File: src/rtl/core/rgb3_pkg.sv
// Shared types, constants and arithmetic helpers for the RGB 3x3 convolution filter.
`default_nettype none

package rgb3_pkg;

    localparam int MAX_WIDTH  = 1024;
    localparam int MAX_HEIGHT = 4096;
    localparam int COL_W      = $clog2(MAX_WIDTH);
    localparam int ROW_W      = $clog2(MAX_HEIGHT);
    localparam int WID_W      = 11;
    localparam int HGT_W      = 13;
    localparam int KERN_W     = 36;
    localparam int SHIFT_W    = 3;
    localparam int CFG_IDX_W  = 2;
    localparam int PROD_W     = 13;
    localparam int PSUM_W     = 14;
    localparam int SUM_W      = 16;

    localparam logic [KERN_W-1:0]  KERNEL_RST = 36'h121242121;
    localparam logic [SHIFT_W-1:0] SHIFT_RST  = 3'd4;
    localparam logic [WID_W-1:0]   WIDTH_RST  = 11'd640;
    localparam logic [HGT_W-1:0]   HEIGHT_RST = 13'd480;

    typedef enum logic [CFG_IDX_W-1:0] {
        CFG_KERNEL = 2'd0,
        CFG_SHIFT  = 2'd1,
        CFG_WIDTH  = 2'd2,
        CFG_HEIGHT = 2'd3
    } t_cfg_idx;

    typedef struct packed {
        logic [7:0] red;
        logic [7:0] green;
        logic [7:0] blue;
    } t_pix;

    // one window column: row above-above, row above, current row
    typedef struct packed {
        t_pix top;
        t_pix mid;
        t_pix bot;
    } t_col;

    typedef struct packed {
        logic signed [PSUM_W-1:0] red;
        logic signed [PSUM_W-1:0] green;
        logic signed [PSUM_W-1:0] blue;
    } t_psum;

    typedef struct packed {
        logic [7:0] red_in;
        logic [7:0] green_in;
        logic [7:0] blue_in;
        logic       frame_start;
    } t_in_req;

    typedef struct packed {
        logic [7:0]       red_out;
        logic [7:0]       green_out;
        logic [7:0]       blue_out;
        logic [COL_W-1:0] centre_column;
        logic [ROW_W-1:0] centre_row;
    } t_out_req;

    // unsigned pixel channel times signed 4-bit coefficient
    function automatic logic signed [PROD_W-1:0] mul_px(input logic [7:0] px,
                                                        input logic [3:0] cf);
        logic signed [PROD_W-1:0] a;
        logic signed [PROD_W-1:0] b;
        a = {5'b0, px};
        b = {{(PROD_W-4){cf[3]}}, cf};
        return PROD_W'(a * b);
    endfunction

    // divide by 2^sh toward zero and clamp to 0..255
    function automatic logic [7:0] norm_ch(input logic signed [SUM_W-1:0] s,
                                           input logic [SHIFT_W-1:0]   sh);
        logic [SUM_W-2:0] q;
        q = s[SUM_W-2:0] >> sh;
        if (s[SUM_W-1]) begin
            return 8'd0;
        end else if (q > (SUM_W-1)'(255)) begin
            return 8'hFF;
        end else begin
            return q[7:0];
        end
    endfunction

endpackage

`default_nettype wire

File: src/rtl/core/rgb3_tap_cell.sv
// Window column cell: holds one column of the 3x3 window and its weighted partial sum.
`default_nettype none

module rgb3_tap_cell
    import rgb3_pkg::*;
(
    input  wire logic        i_clk,
    input  wire logic        i_rst_n,
    input  wire logic        i_shift,
    input  wire logic        i_en,
    input  wire t_col        i_col,
    input  wire logic [11:0] i_coefs,
    output t_col             o_col,
    output t_psum            o_psum
);

    t_col  r_col;
    t_psum r_psum;
    t_psum n_psum;

    assign o_col  = r_col;
    assign o_psum = r_psum;

    always_comb begin
        n_psum.red   = PSUM_W'(mul_px(r_col.top.red,   i_coefs[3:0]))
                     + PSUM_W'(mul_px(r_col.mid.red,   i_coefs[7:4]))
                     + PSUM_W'(mul_px(r_col.bot.red,   i_coefs[11:8]));
        n_psum.green = PSUM_W'(mul_px(r_col.top.green, i_coefs[3:0]))
                     + PSUM_W'(mul_px(r_col.mid.green, i_coefs[7:4]))
                     + PSUM_W'(mul_px(r_col.bot.green, i_coefs[11:8]));
        n_psum.blue  = PSUM_W'(mul_px(r_col.top.blue,  i_coefs[3:0]))
                     + PSUM_W'(mul_px(r_col.mid.blue,  i_coefs[7:4]))
                     + PSUM_W'(mul_px(r_col.bot.blue,  i_coefs[11:8]));
    end

    always_ff @(posedge i_clk) begin
        if (!i_rst_n) begin
            r_col <= '0;
        end else if (i_shift) begin
            r_col <= i_col;
        end
    end

    always_ff @(posedge i_clk) begin
        if (i_en) begin
            r_psum <= n_psum;
        end
    end

endmodule

`default_nettype wire

File: config.mk
export PLATFORM = sky130hd
export DESIGN_NAME = rgb3_tap_cell
export DESIGN_NICKNAME = d
export VERILOG_FILES = /design/src/rtl/core/rgb3_pkg.sv /design/src/rtl/core/rgb3_tap_cell.sv
export SDC_FILE = /design/constraint.sdc
export NUM_CORES = 1
export LEC_CHECK = 0
export ABC_AREA = 1
export BUFFER_PORTS_ARGS = -buffer_cell sky130_fd_sc_hd__buf_2
export CORE_MARGIN = 5
export CORE_UTILIZATION = 40
export CTS_BUF_LIST = sky130_fd_sc_hd__clkbuf_2
export DETAILED_ROUTE_END_ITERATION = 16
export PLACE_DENSITY = 0.57
export SLEW_MARGIN = 20
export SYNTH_ARGS = -nofsm -noshare
export SYNTH_HDL_FRONTEND = slang
export SYNTH_SLANG_ARGS = --single-unit
File: constraint.sdc
create_clock -name i_clk -period 13 [get_ports i_clk]
set_input_delay 1.95 -clock i_clk [delete_from_list [all_inputs] [get_ports i_clk]]
set_output_delay 1.95 -clock i_clk [all_outputs]
set_load 0.005 [all_outputs]
[Word-level counts from Yosys, hierarchy flattened]
Cells that the tools add are included.
Operators by class
  $add $sub $neg: 6
  multipliers: 9
Operator list (number)
  $mul 9x4->13: 9
  $add 13x13->14: 3
  $add 14x13->14: 3
Storage, ports and cells
  flip-flop bits (word level): 114
  input port bits: 88
  output and inout port bits: 114
  logic and storage cells: 27

[Longest topological paths before layout]
Gate-level depths: netlist (run 1).
  depth in word-level cells: 3
  mapped depth: 24
  depth with buffers taken out: 22

[Worst setup path before layout (run 1)]
Ideal clock, no wire load.
  path type: input-to-reg
  start point: input port i_coefs[8]
  end point: register r_psum, in the netlist o_psum[39], data pin
  setup time: 252 ps
  arrival time: 6338 ps
  required time: 12748 ps
  setup slack: 6410 ps
  stages on the path: 21
  path buffers: 2
  cells stage by stage: buf_2 -> buf_2 -> nand2_1 -> fa_1 -> inv_1 -> fa_1 -> inv_1 -> fa_1 -> inv_1 -> fa_1 -> ha_1 -> fa_1 -> ha_1 -> inv_1 -> fa_1 -> inv_1 -> nand3_1 -> nand3_1 -> nand4_1 -> nand3_1 -> nand2_1
RTL lines
  from (decl): line rgb3_tap_cell.sv:12  | input wire logic [11:0] i_coefs,
  to (signal assigned): line rgb3_tap_cell.sv:46  | r_psum <= n_psum;
  to (decl): line rgb3_tap_cell.sv:18  | t_psum r_psum;

==> impl_results.md, run 1 <==
* Result of the run: completed
* Cell area reported after detailed placement at 15900 µm²
* Relative slew slack at 47.9%
* Number of cell instances on the worst register-to-register path at 19
* WP data arrival at 7.49 ns
* Critical path data required time at 13.60 ns
* Start of the worst register-to-register path: o_col[64]
* Maximum number of buffers from clock root to sink at 2
* Number of antenna violations at the first check in global routing at 2
* Number of register bits inferred by synthesis at 114
* Total number of yosys warnings at 0
* Post-route standard cell area excluding fillers at 16100 µm²
* Final setup violation count at 0
* Final Util at 45.2%
* Depth of the worst hold-timing path at 2
* Met3 usage in global routing at 3.47%
* Post-route ant nets at 0
* Period utilisation layout at between 50% and 60%
* RSZ-0062 raised after global routing: false
* Share of post-route cells with drive strength above 1 at 14.4%
* Time the worst path needs with I/O delays and setup at between 6 and 7 ns
* Max Fanout on Critical Path at 24
* Commonest cells after routing, fill and taps aside: sky130_fd_sc_hd__inv_1 (436), sky130_fd_sc_hd__nand2_1 (354), sky130_fd_sc_hd__fa_1 (240)
* Post-CTS setup buffers at 0
* Clock tree from TritonCTS: yes
* Vias/cell at 4.74
* Post-synthesis instance total at approximately 1800
* Remaining Overflow, GRT at 0
* Synthesized net count at 2220
* Std-Cell Rows at ~70
* Crit path from: i_coefs[3]
* Num ports at 202
* Iteration-0 DRC Markers at 480
* Core Box Area at 35600 µm²
* Kind of end point of the critical path: flip-flop
* R2R Setup Slk at 7.62 ns
* Hold path endpoint: o_col[47]
* Remaining design rule violation count at 0
* Final Hold Violating Endpoints at 0
* Dpl cells at 2372
* Per-instance average area after synthesis at 8.24 µm²
* First drt pass iteration count at 7
* Initial Util at about two fifths
* Max Cap Violations at 0
* Area Overhead vs Synth at 11.5%
* Chip width at 200 µm
* Final hold slack at between 0.6 and 0.7 ns
* Wire length of the first global-routing pass at approximately 65000 µm
* Max Slew Vio Count at 0
* Total length of routed wires at a little under 40000 µm
* Layout Cells excl Fill at 2407
* Worst Path Class, Setup: in2reg
* Post-DR wirelength/cell at 16.5 µm
* Overall routing resource usage at 21.0%
* Total die area at between 30000 and 40000 µm²
* Number of CTS-inserted buffers at 17
* Layer carrying the most global-route usage: met2
* Startpoint kind of the worst setup timing path: input pin
* CTS Root Cell: sky130_fd_sc_hd__clkbuf_2
* Summed instance area of the synthesized netlist at approximately 14000 µm²
* Setup TNS after final layout at 0 ns
* Synth cell types at 20
* Clock latency on the worst-skew pair at around 0.86 ns
* Final estimated routing congestion in global placement at 0.889
* Most common cell after layout, fill and taps aside: sky130_fd_sc_hd__inv_1
* Number of global-route vias before repair at 12300
* Library cell with the largest summed area after synthesis: sky130_fd_sc_hd__fa_1
* Largest net degree at the start of global routing at 74
* Cell types occupying the most area after synthesis: sky130_fd_sc_hd__fa_1 (33%), sky130_fd_sc_hd__ha_1 (12%), sky130_fd_sc_hd__inv_1 (11%), sky130_fd_sc_hd__dfxtp_1 (10%), sky130_fd_sc_hd__nand2_1 (9.2%)
* Seq/Total Area, Yosys at 18.7%
* Net count reported at finish at between 2000 and 2500
* HPWL reported at the end of detailed placement at 31400 µm
* Worst min-delay path class: reg2reg
* GRT met1 Usage at 27.2%
* Startpoint of the tightest hold check path: o_col[47]
* Post-CTS Hold Buffers at 0
* R2r endpoint: o_psum[39]
* Share of the synthesized area in the top cell type at 33.3%
* Clock tree skew after final layout at 0.0737 ns
* Met2 layer usage reported by global route at 36.8%
* Total vias in the final route at roughly 11000
* Height of the die at roughly 200 µm
* Leakage power at between 9 and 10 nW
* Sinks on Clock Net at 114
* Resized Gates After CTS at 0
* H-tree lvl count at 4
* Clock-pin transition on the worst setup and hold timing paths at roughly 0.2 ns
* F_max at about 0.15 GHz
* P per Cell Area at 199 nW/µm²
* Quantity of I/O buffers inserted on ports at 201
* Worst supply voltage drop on vdd at 160 µV
* Tightest Pin Transition at 0.781 ns
per-layer routing:
| metal | up-vias | share of wire [%] |
|---|---|---|
| li1 | 5499 | - |
| met1 | 5562 | 43 |
| met2 | 307 | 50 |
| met3 | 46 | 5.1 |
| met4 | 0 | 1.9 |
| met5 | - | 0 |
cell usage after synthesis:
cell type and instances:
sky130_fd_sc_hd__a21o_1 3, sky130_fd_sc_hd__a21oi_1 20, sky130_fd_sc_hd__buf_2 11, sky130_fd_sc_hd__clkbuf_1 36
sky130_fd_sc_hd__clkbuf_2 1, sky130_fd_sc_hd__dfxtp_1 72, sky130_fd_sc_hd__edfxtp_1 42, sky130_fd_sc_hd__fa_1 240
sky130_fd_sc_hd__ha_1 141, sky130_fd_sc_hd__inv_1 436, sky130_fd_sc_hd__inv_2 1, sky130_fd_sc_hd__nand2_1 354
sky130_fd_sc_hd__nand3_1 31, sky130_fd_sc_hd__nand4_1 5, sky130_fd_sc_hd__nor2_1 213, sky130_fd_sc_hd__o21ai_0 76
sky130_fd_sc_hd__o21bai_1 7, sky130_fd_sc_hd__or2_2 39, sky130_fd_sc_hd__xnor2_1 16, sky130_fd_sc_hd__xor2_1 7
sequential cells by signal, summed over array words and instances, names as in the netlist:
register,flops
o_col,72
o_psum,42
where the power goes:
part	switching (mW)	internal [mW]	total, mW
sequential	0.0521	0.568	0.620
combinational	1.39	0.958	2.35
clock	0.172	0.0703	0.243
total	1.61	1.60	3.21
cells by family (layout without fill, tap and decap cells):
kind of cell	count (synthesis)	in the layout	share of synthesized area (%)
compound gates	106	106	3.85
xor+xnor	23	23	1.40
fa+ha+maj	381	381	45.5
buf+inv	485	677	12.7
flops	114	114	18.7
other cells	0	3	0
simple gates	642	642	17.7
critical path: stages:
cell and delay, ns:
sky130_fd_sc_hd__buf_2 0.28, sky130_fd_sc_hd__inv_1 0.43, sky130_fd_sc_hd__or2_2 0.44, sky130_fd_sc_hd__fa_1 0.53
sky130_fd_sc_hd__inv_1 0.05, sky130_fd_sc_hd__fa_1 0.50, sky130_fd_sc_hd__inv_1 0.06, sky130_fd_sc_hd__fa_1 0.54
sky130_fd_sc_hd__inv_1 0.05, sky130_fd_sc_hd__fa_1 0.44, sky130_fd_sc_hd__ha_1 0.30, sky130_fd_sc_hd__fa_1 0.49
sky130_fd_sc_hd__ha_1 0.21, sky130_fd_sc_hd__inv_1 0.09, sky130_fd_sc_hd__fa_1 0.46, sky130_fd_sc_hd__inv_1 0.12
sky130_fd_sc_hd__nand3_1 0.09, sky130_fd_sc_hd__nand3_1 0.14, sky130_fd_sc_hd__nand4_1 0.13, sky130_fd_sc_hd__nand3_1 0.10
sky130_fd_sc_hd__nand2_1 0.05
worst max path at each step:
stage / end / cells past startpoint
2_1_floorplan: o_psum[39] / 21
3_3_place_gp: o_psum[39] / 21
4_1_cts: o_psum[39] / 21
3_5_place_dp: o_psum[39] / 21
5_1_grt: o_psum[39] / 21
6_report: o_psum[39] / 21
stage by stage:
step | setup WS [ns] | total power [mW]
global placement | 5.39 | 2.95
global route | 5.98 | 3.63
floorplan | 6.41 | 2.35
detailed placement | 5.27 | 2.98
finish | 6.12 | 3.21
CTS | 6.20 | 3.26
final cells by class:
class	count	area [µm²]
clock inverters	15	131
flip-flops and latches	114	2700
multi-input cells	1152	9880
clock buffers	17	85.1
inverters	437	1640
repair buffers	208	1060
fillers	3616	19500
diodes	3	7.51
well taps	461	577
Power figures use the tool's default switching activity.
==> run 2: changes to the inputs <==
--- a/config.mk
+++ b/config.mk
@@ -5,7 +5,7 @@
 export SDC_FILE = /design/constraint.sdc
 export NUM_CORES = 1
 export LEC_CHECK = 0
-export ABC_AREA = 1
+export ABC_AREA = 0
 export BUFFER_PORTS_ARGS = -buffer_cell sky130_fd_sc_hd__buf_2
 export CORE_MARGIN = 5
 export CORE_UTILIZATION = 40
==> constraint.sdc (replaced) <==
create_clock -name i_clk -period 7.1 [get_ports i_clk]
set_input_delay 1.065 -clock i_clk [delete_from_list [all_inputs] [get_ports i_clk]]
set_output_delay 1.065 -clock i_clk [all_outputs]
set_load 0.005 [all_outputs]
==> run 2 against run 1 <==
Against the previous run: wire length shrank 9.7%; die area shrank 1.6%; final cell count shrank 14%; synthesized cell count shrank 20%; worst setup slack lost 4.7 ns; combinational power grew 40%; critical endpoint is now o_psum[27]; worst hold slack lost 0.15 ns; sequential power grew 74%; core utilization grew 0.10 points; clock power grew 110%.
==> impl_results.md, run 2 <==
* Result of the run: completed
* Maximum number of buffers from clock root to sink at 2
* Overall power after layout at 4.88 mW
* Largest stage delay, worst path at 0.53 ns
* Seq/Total Area, Yosys at 19.1%
* Setup TNS after final layout at 0 ns
* Tightest Pin Transition at 0.902 ns
* HPWL reported at the end of detailed placement at approximately 29000 µm
* Worst supply voltage drop on vdd at 185 µV
* R2r endpoint: o_psum[27]
* Crit path from: i_coefs[10]
* Summed instance area of the synthesized netlist at 14200 µm²
* Clock latency on the worst-skew pair at 0.82 ns
* Post-DR wirelength/cell at 17.2 µm
* Max Fanout on Critical Path at 24
* Synth cell types at 40
* Combined buffer and inverter count along the critical path at 5
* Num ports at 202
* Total length of routed wires at about 36000 µm
* Worst min-delay path class: in2reg
* Clock-pin transition on the worst setup and hold timing paths at between 0.2 and 0.25 ns
* Total die area at 39300 µm²
* H-tree lvl count at 4
* CP cell instances: buf_2 > and2_1 > fa_1 > inv_1 > fa_1 > inv_1 > fa_1 > fa_1 > ha_1 > inv_1 > fa_1 > inv_1 > ha_1 > fa_1 > a21o_1 > a2111oi_4 > o211ai_1 > a21oi_2 > xnor2_1
* Library cell with the largest summed area after synthesis: sky130_fd_sc_hd__fa_1
* First drt pass iteration count at 4
* Remaining design rule violation count at 0
* Most instantiated flip-flop cell in the synthesis netlist: sky130_fd_sc_hd__dfxtp_1
* Share of post-route cells with drive strength above 1 at 16.1%
* Post-route ant nets at 0
* Post-synthesis async set-or-reset flop share at 0%
* Iteration-0 DRC Markers at 287
* Remaining Overflow, GRT at 0
* Chip width at 198 µm
* Final Hold Violating Endpoints at 0
* Fill cell total of the finished layout at between 3000 and 4000
* Vias/cell at 4.80
* Number of cells on the critical path at 19
* Height of the die at 198 µm
* Final estimated routing congestion in global placement at between 0.8 and 0.9
* Number of CTS-inserted buffers at 17
* Clock tree from TritonCTS: yes
* Total number of yosys warnings at 0
* Net count reported at finish at 2067
* Resized Gates After CTS at 0
* Post-synthesis instance total at 1399
* Largest net degree at the start of global routing at 73
* Wire length of the first global-routing pass at slightly below 60000 µm
* Quantity of I/O buffers inserted on ports at 201
* Max Cap Violations at 0
* Synthesized net count at 1868
* Cell types occupying the most area after synthesis: sky130_fd_sc_hd__fa_1 (34%), sky130_fd_sc_hd__ha_1 (12%), sky130_fd_sc_hd__dfxtp_1 (10%), sky130_fd_sc_hd__edfxtp_1 (8.9%), sky130_fd_sc_hd__inv_1 (7.5%)
* Post-CTS setup buffers at 0
* Final hold slack at a little under 0.5 ns
* Number of antenna violations at the first check in global routing at 1
* Leakage power at between 8 and 9 nW
* Sinks on Clock Net at between 100 and 150
* Area Overhead vs Synth at 12.9%
* Per-instance average area after synthesis at 10.1 µm²
* P per Cell Area at 305 nW/µm²
* F_max at ~0.18 GHz
* Cell with the most instances after synthesis: sky130_fd_sc_hd__inv_1
* Share of the synthesized area in the top cell type at 33.9%
* Period utilisation layout at 80.4%
* Top delay family on crit path: adder cells
* Relative slew slack at approximately 40%
* Number of register bits inferred by synthesis at 114
* Number of synthesized flops with an enable pin at 42
* Overall routing resource usage at around a fifth
* CTS Root Cell: sky130_fd_sc_hd__clkbuf_2
* Most common cell after layout, fill and taps aside: sky130_fd_sc_hd__inv_1
* RSZ-0062 raised after global routing: false
* Max reg flops at between 70 and 80
* CP Capture Point: o_psum[27]
* Std-Cell Rows at 69
* Final setup violation count at 0
* WP data arrival at 6.25 ns
* Top post-synthesis cells by count: sky130_fd_sc_hd__inv_1 (283), sky130_fd_sc_hd__fa_1 (240), sky130_fd_sc_hd__ha_1 (141), sky130_fd_sc_hd__nand2_1 (125), sky130_fd_sc_hd__and2_1 (103)
* Worst Path Class, Setup: in2reg
* Total vias in the final route at 9956
* Cell with the largest stage delay on the worst path: sky130_fd_sc_hd__fa_1
* Clock tree skew after final layout at 0.0559 ns
* Core Box Area at about 35000 µm²
* R2R Setup Slk at 1.61 ns
* Startpoint kind of the worst setup timing path: input pin
* Kind of end point of the critical path: flip-flop
* Number of global-route vias before repair at 10800
* Critical path data required time at 7.65 ns
* Initial Util at 40.1%
* Post-CTS Hold Buffers at 0
* Time the worst path needs with I/O delays and setup at 5.71 ns
* Number of cell instances on the worst register-to-register path at 18
* Start of the worst register-to-register path: o_col[8]
* CP most frequent cell: sky130_fd_sc_hd__fa_1
* Max Slew Vio Count at 0
* Commonest cells after routing, fill and taps aside: sky130_fd_sc_hd__inv_1 (283), sky130_fd_sc_hd__fa_1 (240), sky130_fd_sc_hd__buf_2 (200)
[run 2: changes by cell type in the layout (fill, tap and decap cells not counted), sizes merged, moves of 10 or more]
cell	previous run	this run
nand3	31	7
o21ai	76	7
nand2	354	125
inv	443	283
and2	0	103
xnor2	16	32
or2	39	1
buf	208	218
mux2i	0	72
nor2	213	33
nor2b	0	83
nand2b	0	42
and3	0	10
[run 2: cells by family (layout without fill, tap and decap cells)]
family	count (synthesis)	after routing	share of synthesized area, %
other	0	3	0
xor gates and xnor gates	46	46	2.84
and+or+nand+nor	409	409	15.3
AOI/OAI and AO/OA	51	51	2.53
muxes	75	75	5.32
adders and majority gates	381	381	46.3
DFF	114	114	19.1
buffers and inverters	323	535	8.62
[run 2: area by class of cell]
type                       instances  area, µm²  area share, %
inverter                         285       1070           6.68
tap                              461        577           3.60
clock inverter                    12        164           1.02
timing repair buffer             218       1140           7.10
sequential                       114       2700           16.9
multi-input combinational        962      10200           64.0
antenna                            3       7.51         0.0469
clock buffer                      20        100          0.625
[run 2: how the worst min path moves through the flow]
stage / start / endpoint / slack, ns / cells after the start
3_3_place_gp: o_col[49] / o_col[49] / 0.60 / 2
4_1_cts: i_col[65] / o_col[65] / 0.36 / 3
6_report: i_col[23] / o_col[23] / 0.48 / 3
3_5_place_dp: o_col[0] / o_col[0] / 0.60 / 2
5_1_grt: i_col[65] / o_col[65] / 0.41 / 3
2_1_floorplan: o_col[1] / o_col[1] / 0.54 / 2
[run 2: per-layer routing]
metal	GRT usage, %	up-vias	part of all wire [%]
met1	25.8	5018	44
met5	0	-	0
met4	6.12	0	2.3
met3	3.34	46	5.0
li1	-	4661	-
met2	32.1	231	48
[run 2: worst reg2reg max path, cell delays in order (launching register included)]
cell and delay, ns:
sky130_fd_sc_hd__dfxtp_1 0.52, sky130_fd_sc_hd__nor2_1 0.13, sky130_fd_sc_hd__fa_1 0.51, sky130_fd_sc_hd__inv_1 0.05, sky130_fd_sc_hd__fa_1 0.53, sky130_fd_sc_hd__inv_1 0.05, sky130_fd_sc_hd__fa_1 0.52, sky130_fd_sc_hd__fa_1 0.43
sky130_fd_sc_hd__ha_1 0.28, sky130_fd_sc_hd__inv_1 0.04, sky130_fd_sc_hd__fa_1 0.47, sky130_fd_sc_hd__inv_1 0.04, sky130_fd_sc_hd__ha_1 0.20, sky130_fd_sc_hd__fa_1 0.45, sky130_fd_sc_hd__a21o_1 0.23, sky130_fd_sc_hd__a2111oi_4 0.39
sky130_fd_sc_hd__o211ai_1 0.16, sky130_fd_sc_hd__a21oi_2 0.17, sky130_fd_sc_hd__xnor2_1 0.08
[run 2: stage by stage]
stage / instance area [µm²] / std cells / setup WS [ns] / util (%)
after floorplan: 14200 / 1399 / 1.01 / -
after global placement: 15700 / 2040 / 0.627 / 44.6
after detailed placement: 15700 / 2040 / 0.582 / 44.6
after CTS: 16000 / 2072 / 1.52 / 45.3
after global routing: 16000 / 2074 / 1.29 / 45.3
final: 16000 / 2075 / 1.39 / 45.3
[run 2: power breakdown]
group	internal, mW	switching (mW)	total [mW]
Combinational	1.53	1.75	3.29
Clock	0.232	0.287	0.518
Sequential	0.993	0.0828	1.08
Total	2.76	2.12	4.88
